### config.mk
export PLATFORM = sky130hd
export DESIGN_NAME = ccw_ctrl
export DESIGN_NICKNAME = d
export VERILOG_FILES = /design/src/hdl/ccw_pkg.sv /design/src/hdl/ccw_ctrl.sv
export VERILOG_INCLUDE_DIRS = /design/src /design/src/hdl
export SDC_FILE = /design/constraint.sdc
export NUM_CORES = 1
export LEC_CHECK = 0
export BUFFER_PORTS_ARGS = -buffer_cell sky130_fd_sc_hd__buf_2
export CAP_MARGIN = 25
export CORE_ASPECT_RATIO = 0.75
export CORE_MARGIN = 3
export CORE_UTILIZATION = 35
export DETAILED_ROUTE_END_ITERATION = 12
export SLEW_MARGIN = 20
export SYNTH_ARGS = -nofsm -noshare
export SYNTH_HDL_FRONTEND = slang
export SYNTH_SLANG_ARGS = --single-unit
### constraint.sdc
create_clock -name clk -period 5.8 [get_ports clk]
set_input_delay 1.16 -clock clk [delete_from_list [all_inputs] [get_ports clk]]
set_output_delay 1.16 -clock clk [all_outputs]
set_load 0.02 [all_outputs]
### src/hdl/assert_macros.svh
// Assertion macros for the coin change way counter RTL.
`ifndef ASSERT_MACROS_SVH
`define ASSERT_MACROS_SVH
`ifndef NO_ASSERTIONS
`define CCW_ASSERT(lbl, prop, msg) \
	lbl: assert property (@(posedge clk) disable iff (!arst_n) prop) else $error(msg);
`define CCW_ASSERT_ALWAYS(lbl, prop, msg) \
	lbl: assert property (@(posedge clk) prop) else $error(msg);
`else
`define CCW_ASSERT(lbl, prop, msg)
`define CCW_ASSERT_ALWAYS(lbl, prop, msg)
`endif
`endif

### src/hdl/ccw_pkg.sv
// Shared types and constants for the coin change way counter.
package ccw_pkg;
	localparam int TARGET_W = 10;
	localparam int COIN_W   = 10;
	localparam int OUT_W    = 32;
	localparam int APB_AW   = 2;
	localparam int APB_DW   = 32;

	localparam logic [APB_AW-1:0] REG_TARGET_ADDR = 2'd0;

	typedef enum logic [2:0] {
		ST_CLEAR,
		ST_IDLE,
		ST_SWEEP,
		ST_DRAIN,
		ST_REPORT
	} ccw_state_t;
endpackage

### src/hdl/ccw_ctrl.sv
// Sequencer and read-modify-write datapath that sweeps the count table.
`include "assert_macros.svh"
module ccw_ctrl #(
	parameter int MAX_AMOUNT  = 1023,
	parameter int COUNT_WIDTH = 32,
	parameter int AW          = 10
) (
	input  logic                          clk,
	input  logic                          arst_n,
	input  logic [ccw_pkg::TARGET_W-1:0]  target,
	input  logic                          in_valid,
	output logic                          in_stall,
	input  logic                          mode,
	input  logic [ccw_pkg::COIN_W-1:0]    coin_value,
	output logic                          out_valid,
	input  logic                          out_stall,
	output logic [ccw_pkg::OUT_W-1:0]     way_count,
	output logic                          saturated,
	output logic                          mem_we,
	output logic [AW-1:0]                 mem_waddr,
	output logic [COUNT_WIDTH-1:0]        mem_wdata,
	output logic                          mem_re,
	output logic [AW-1:0]                 mem_raddr_a,
	output logic [AW-1:0]                 mem_raddr_b,
	input  logic [COUNT_WIDTH-1:0]        mem_rdata_a,
	input  logic [COUNT_WIDTH-1:0]        mem_rdata_b
);
	import ccw_pkg::*;

	localparam int CW = (AW > TARGET_W) ? AW : TARGET_W;
	localparam logic [COUNT_WIDTH-1:0] LIM = '1;
	localparam logic [AW-1:0] LAST_ADDR = AW'(MAX_AMOUNT);

	ccw_state_t state_q, state_nxt;

	logic [AW-1:0] t_act;
	logic          coin_ok;
	logic          acc;
	logic          out_free;
	logic          out_load;
	logic          issue;

	logic [AW-1:0] j_q, clr_q, coin_q, t_q;
	logic          vld_s1;
	logic [AW-1:0] waddr_s1, lo_addr_s1;

	logic                   lastw_vld_q;
	logic [AW-1:0]          lastw_addr_q;
	logic [COUNT_WIDTH-1:0] lastw_data_q;
	logic                   fwd;
	logic [COUNT_WIDTH-1:0] lo_val;
	logic [COUNT_WIDTH:0]   sum;
	logic                   sat;
	logic [COUNT_WIDTH-1:0] upd;

	logic                   ovf_q;
	logic                   out_valid_q;
	logic [OUT_W-1:0]       way_count_q;
	logic                   saturated_q;

	// clamp the target to the table
	always_comb begin
		if (CW'(target) > CW'(MAX_AMOUNT)) begin
			t_act = LAST_ADDR;
		end else begin
			t_act = AW'(target);
		end
	end

	assign coin_ok  = (coin_value != '0) && (CW'(coin_value) <= CW'(t_act));
	assign acc      = in_valid && !in_stall;
	assign out_free = !out_valid_q || !out_stall;

	// write stage: saturating add, forward the write of the previous cycle
	assign fwd    = lastw_vld_q && (lastw_addr_q == lo_addr_s1);
	assign lo_val = fwd ? lastw_data_q : mem_rdata_b;
	assign sum    = {1'b0, mem_rdata_a} + {1'b0, lo_val};
	assign sat    = sum >= {1'b0, LIM};
	assign upd    = sat ? LIM : sum[COUNT_WIDTH-1:0];

	always_comb begin
		state_nxt = state_q;
		case (state_q)
			ST_CLEAR: begin
				if (clr_q == LAST_ADDR) state_nxt = ST_IDLE;
			end
			ST_IDLE: begin
				if (acc) begin
					if (mode) state_nxt = ST_REPORT;
					else if (coin_ok) state_nxt = ST_SWEEP;
				end
			end
			ST_SWEEP: begin
				if (j_q == t_q) state_nxt = ST_DRAIN;
			end
			ST_DRAIN: state_nxt = ST_IDLE;
			ST_REPORT: begin
				if (out_free) state_nxt = ST_CLEAR;
			end
			default: state_nxt = ST_CLEAR;
		endcase
	end

	always_comb begin
		in_stall    = 1'b1;
		mem_re      = 1'b0;
		mem_raddr_a = j_q;
		mem_raddr_b = j_q - coin_q;
		mem_we      = 1'b0;
		mem_waddr   = waddr_s1;
		mem_wdata   = upd;
		issue       = 1'b0;
		out_load    = 1'b0;
		case (state_q)
			ST_CLEAR: begin
				mem_we    = 1'b1;
				mem_waddr = clr_q;
				mem_wdata = COUNT_WIDTH'(clr_q == '0);
			end
			ST_IDLE: begin
				in_stall    = 1'b0;
				mem_re      = in_valid && mode;
				mem_raddr_a = t_act;
			end
			ST_SWEEP: begin
				mem_re = 1'b1;
				issue  = 1'b1;
			end
			ST_DRAIN: ;
			ST_REPORT: out_load = out_free;
			default: ;
		endcase
		if (vld_s1) begin
			mem_we    = 1'b1;
			mem_waddr = waddr_s1;
			mem_wdata = upd;
		end
	end

	always_ff @(posedge clk or negedge arst_n) begin
		if (!arst_n) begin
			state_q     <= ST_CLEAR;
			clr_q       <= '0;
			vld_s1      <= 1'b0;
			lastw_vld_q <= 1'b0;
			ovf_q       <= 1'b0;
			out_valid_q <= 1'b0;
		end else begin
			state_q     <= state_nxt;
			vld_s1      <= issue;
			lastw_vld_q <= mem_we;
			if (state_q == ST_CLEAR) clr_q <= clr_q + 1'b1;
			else if (out_load) clr_q <= '0;
			if (out_load) ovf_q <= 1'b0;
			else if (vld_s1 && sat) ovf_q <= 1'b1;
			if (out_load) out_valid_q <= 1'b1;
			else if (!out_stall) out_valid_q <= 1'b0;
		end
	end

	always_ff @(posedge clk) begin
		if (acc && !mode) begin
			j_q    <= AW'(coin_value);
			coin_q <= AW'(coin_value);
			t_q    <= t_act;
		end else if (issue) begin
			j_q <= j_q + 1'b1;
		end
		waddr_s1     <= j_q;
		lo_addr_s1   <= mem_raddr_b;
		lastw_addr_q <= mem_waddr;
		lastw_data_q <= mem_wdata;
		if (out_load) begin
			way_count_q <= OUT_W'(mem_rdata_a);
			saturated_q <= ovf_q;
		end
	end

	assign out_valid = out_valid_q;
	assign way_count = way_count_q;
	assign saturated = saturated_q;

	`CCW_ASSERT_ALWAYS(a_clear_stalls, (state_q == ST_CLEAR) |-> in_stall, "input taken during clear")
	`CCW_ASSERT(a_write_in_range, vld_s1 |-> (waddr_s1 >= coin_q && waddr_s1 <= t_q), "sweep write out of range")
	`CCW_ASSERT(a_fwd_unit_coin, (vld_s1 && fwd) |-> (coin_q == AW'(1)), "forwarding for coin above one")
	`CCW_ASSERT(a_report_restarts, out_load |=> (state_q == ST_CLEAR && !ovf_q && clr_q == '0), "report did not restart table")
endmodule

==> impl_metrics.env <==
export IMPL_cts_htree_levels=4
export IMPL_wire_per_inst_um=18.7
export IMPL_reg_to_reg_critical_path_endpoint="ovf_q"
export IMPL_hold_end="lastw_addr_q[4]"
export IMPL_timing_reg2reg_worst_path_depth=16
export IMPL_synthesis_area_per_instance_sq_um=10.1
export IMPL_drc=0
export IMPL_layout_commonest_cell="sky130_fd_sc_hd__buf_2"
export IMPL_fp_dieArea_sq_mm=0.0249
export IMPL_cts_made_buffers=17
export IMPL_fmax_mhz=179
export IMPL_timing_reg2reg_setup_slack_ps=1390
export IMPL_critPathBufInv=4
export IMPL_hold_depth=1
export IMPL_hold_viol=0
export IMPL_wirelength_um=24100
export IMPL_detail_route_iter0_violations=545
export IMPL_final_period_utilization_pct=96.5
export IMPL_rsz0062_at_grt="no"
export IMPL_synthesis_area_sq_mm=0.00807
export IMPL_num_vias=6804
export IMPL_relSlewSlack_pct=31.5
export IMPL_cpLargestDelayFamily="simple AND/OR/NAND/NOR gates"
export IMPL_globalplace_congestion=0.905
export IMPL_type_of_element_launching_the_critical_path="flip-flop"
export IMPL_worstHoldPathType="flip-flop to flip-flop"
export IMPL_power_per_cell_area_mw_per_mm2=278
export IMPL_cts_tree="built"
export IMPL_worst_path_max_fanout=16
export IMPL_drt_first_pass_iters=5
export IMPL_clock_sink_count=142
export IMPL_critPathKind="flip-flop to primary output"
export IMPL_fp_row_count=47
export IMPL_syn_num_nets=948
export IMPL_port_buffers=187
export IMPL_vias_in_the_first_global_route=6350
export IMPL_worst_r2r_startpoint="lo_addr_s1[2]"
export IMPL_routed_via_density=5.28
export IMPL_required_ps=4640
export IMPL_root_buffer="sky130_fd_sc_hd__clkbuf_16"
export IMPL_place_area_sq_mm=0.00933
export IMPL_synth_edf_count=63
export IMPL_netlist_area_leader_share_pct=23.4
export IMPL_final_cell_area_sq_mm=0.0101
export IMPL_initial_utilization_pct=36.1
export IMPL_finalWorstPathRequiredPeriod_ps=5600
export IMPL_result_of_the_run="finished clean"
export IMPL_y_dimension_of_the_die_um=138
export IMPL_postSynth_asyncResetShare_pct=12.0
export IMPL_post_route_cells_drive_above_1_share_pct=32.4
export IMPL_synth_yosys_seq_area_share_pct=44.1
export IMPL_crit_path_top_delay_cell="sky130_fd_sc_hd__ha_1"
export IMPL_critical_path_max_stage_delay_ps=490
export IMPL_layout_setup_ws_ps=202
export IMPL_grt_pass1_wl_um=35800
export IMPL_maximum_number_of_pins_on_one_net_before_global_route_repair=33
export IMPL_final_setup_skew_ps=12.8
export IMPL_overflow=0
export IMPL_setup_tns_ps=0
export IMPL_post_synth_main_area_contributors="sky130_fd_sc_hd__edfxtp_1 23%, sky130_fd_sc_hd__dfxtp_1 15%, sky130_fd_sc_hd__ha_1 8.5%"
export IMPL_worst_setup_path_end_kind="primary output"
export IMPL_placeableCoreArea_sq_mm=0.0223
export IMPL_most_common_layout_cells="187 x sky130_fd_sc_hd__buf_2, 70 x sky130_fd_sc_hd__a21oi_1, 63 x sky130_fd_sc_hd__edfxtp_1, 62 x sky130_fd_sc_hd__dfxtp_1, 59 x sky130_fd_sc_hd__nand2_1"
export IMPL_syn_inst=802
export IMPL_preCtsSetupSlack_ps=370
export IMPL_horizontal_extent_of_the_die_um=181
export IMPL_synthDistinctLibCells=71
export IMPL_clock_path_buffers=2
export IMPL_dpl_hpwl_um=18600
export IMPL_vdd_ir_drop_max_mv=0.142
export IMPL_floorplan_io_pins=188
export IMPL_cp_depth=16
export IMPL_areaGrowthSynthToFinish_pct=24.8
export IMPL_yosysWarnings=0
export IMPL_cts_hold_buffers_added=0
export IMPL_final_nets=1126
export IMPL_synthDominantAreaCellType="sky130_fd_sc_hd__edfxtp_1"
export IMPL_worstPathArrival_ps=4440
export IMPL_setup_viol_count_final=0
export IMPL_crit_chain="xnor2_1 > nand4_1 > nor3_4 > buf_4 > buf_8 > mux2_2 > ha_1 > nand4_1 > or3_1 > o22ai_2 > o211a_1 > o21ai_2 > a21o_1 > buf_4 > a21oi_1 > buf_2"
export IMPL_ys_ff_latch=142
export IMPL_startpoint_of_the_lowest_slack_hold_path="waddr_s1[4]"
export IMPL_timing_final_max_slew_violations=0
export IMPL_path_clk_slew_ps=70
export IMPL_antenna_found_initial=0
export IMPL_ys_dominant_reg_cell="sky130_fd_sc_hd__edfxtp_1"
export IMPL_antenna_left=0
export IMPL_cap_violations=0
export IMPL_setup_worst_path_start="lo_addr_s1[2]"
export IMPL_track_usage_pct=18.4
export IMPL_worstSkewPairLatency_ps=440
export IMPL_worst_slew_pin_transition_ps=1020
export IMPL_p_leak_uw=0.00425
## worst reg2reg max path, stage by stage, from the launching register on
cell and delay, ps:
sky130_fd_sc_hd__dfxtp_1 310, sky130_fd_sc_hd__xnor2_1 150, sky130_fd_sc_hd__nand4_1 160, sky130_fd_sc_hd__nor3_4 230, sky130_fd_sc_hd__clkbuf_16 220, sky130_fd_sc_hd__mux2_2 350
sky130_fd_sc_hd__ha_1 230, sky130_fd_sc_hd__fa_2 380, sky130_fd_sc_hd__a21o_1 210, sky130_fd_sc_hd__a221oi_4 350, sky130_fd_sc_hd__o221a_4 310, sky130_fd_sc_hd__nand2_2 90
sky130_fd_sc_hd__o311ai_2 420, sky130_fd_sc_hd__and4b_4 280, sky130_fd_sc_hd__and4_1 210, sky130_fd_sc_hd__a311oi_1 300, sky130_fd_sc_hd__nor2_1 80
## synth_stat cells (4+ instances only)
cell / instances
sky130_fd_sc_hd__nor3_1: 17
sky130_fd_sc_hd__or2_2: 6
sky130_fd_sc_hd__nor4_1: 12
sky130_fd_sc_hd__o22ai_1: 4
sky130_fd_sc_hd__nand3_1: 19
sky130_fd_sc_hd__xor2_1: 21
sky130_fd_sc_hd__nor2_1: 48
sky130_fd_sc_hd__nor2b_1: 4
sky130_fd_sc_hd__dfrtp_1: 17
sky130_fd_sc_hd__nand2_1: 60
sky130_fd_sc_hd__a21oi_1: 76
sky130_fd_sc_hd__o211ai_1: 5
sky130_fd_sc_hd__ha_1: 55
sky130_fd_sc_hd__inv_1: 34
sky130_fd_sc_hd__buf_2: 9
sky130_fd_sc_hd__clkbuf_1: 28
sky130_fd_sc_hd__o21ai_0: 37
sky130_fd_sc_hd__a21o_1: 14
sky130_fd_sc_hd__and2_1: 5
sky130_fd_sc_hd__mux2i_1: 4
sky130_fd_sc_hd__edfxtp_1: 63
sky130_fd_sc_hd__o21a_1: 9
sky130_fd_sc_hd__mux2_2: 51
sky130_fd_sc_hd__nand4_1: 20
sky130_fd_sc_hd__and3_1: 11
sky130_fd_sc_hd__dfxtp_1: 62
sky130_fd_sc_hd__a31oi_1: 7
sky130_fd_sc_hd__nand2b_1: 5
sky130_fd_sc_hd__xnor2_1: 35
## repair_timing
item,in CTS,in global routing
pin swaps,0,2
setup endpoints to repair,2,29
buffers inserted,0,1
gates cloned,0,1
gates resized for setup,1,24
## per-stage QoR
| stage | hold WS (ps) | total power, uW | cells | utilization [%] |
|---|---|---|---|---|
| 2_1_floorplan | 375 | 1470 | 802 | - |
| 3_3_place_gp | 462 | 1650 | 1252 | 41.6 |
| 3_5_place_dp | 462 | 1650 | 1253 | 41.7 |
| 4_1_cts | 481 | 2810 | 1285 | 44.6 |
| 5_1_grt | 491 | 2920 | 1287 | 45.1 |
| 6_report | 480 | 2810 | 1288 | 45.1 |
## layer usage
layer	vias to the layer above	share of wire (%)	routed length (um)	global-route usage [%]
li1	3304	-	-	-
met1	3218	52	12400	28.7
met2	260	40	9590	25.3
met3	22	7.6	1830	4.51
met4	0	0.89	215	4.44
met5	-	0	0	0
## kinds of logic after synthesis
family | count (synthesis) | synth area share [%]
adder cells (fa/ha/maj) | 57 | 9.02
XOR/XNOR | 56 | 6.08
flip-flops | 142 | 44.1
AND/OR/NAND/NOR | 225 | 14.0
multiplexers | 55 | 7.61
buffers and inverters | 74 | 3.61
AO/OA/AOI/OAI | 193 | 15.6
## worst max-delay path by stage
stage                    end
2_1_floorplan  mem_wdata[26]
3_3_place_gp   mem_wdata[26]
3_5_place_dp   mem_wdata[26]
4_1_cts        mem_wdata[26]
5_1_grt        mem_wdata[29]
6_report       mem_wdata[29]
## power breakdown
| group | internal [uW] | switching, uW | total, uW |
|---|---|---|---|
| registers | 1090 | 11.1 | 1100 |
| clock network | 656 | 492 | 1150 |
| logic | 203 | 351 | 554 |
## cell type report
| cell class | instances | area, sq um |
|---|---|---|
| clock buffer | 21 | 514 |
| sequential | 142 | 3560 |
| tap | 294 | 368 |
| multi-input combinational | 586 | 4320 |
| antenna | 1 | 2.50 |
| inverter | 35 | 131 |
| clock inverter | 11 | 106 |
| timing repair buffer | 198 | 1070 |
| fill | 2187 | 12300 |
## state kept, by name, summed over array words and instances (netlist names)
name and count:
lo_addr_s1 10, coin_q 10, waddr_s1 10, saturated 1
lastw_data_q 32, vld_s1 1, j_q 10, state_q 3
ovf_q 1, out_valid 1, t_q 10, lastw_vld_q 1
way_count 32, lastw_addr_q 10, clr_q 10
No activity file was read; power rests on OpenSTA's default activity.
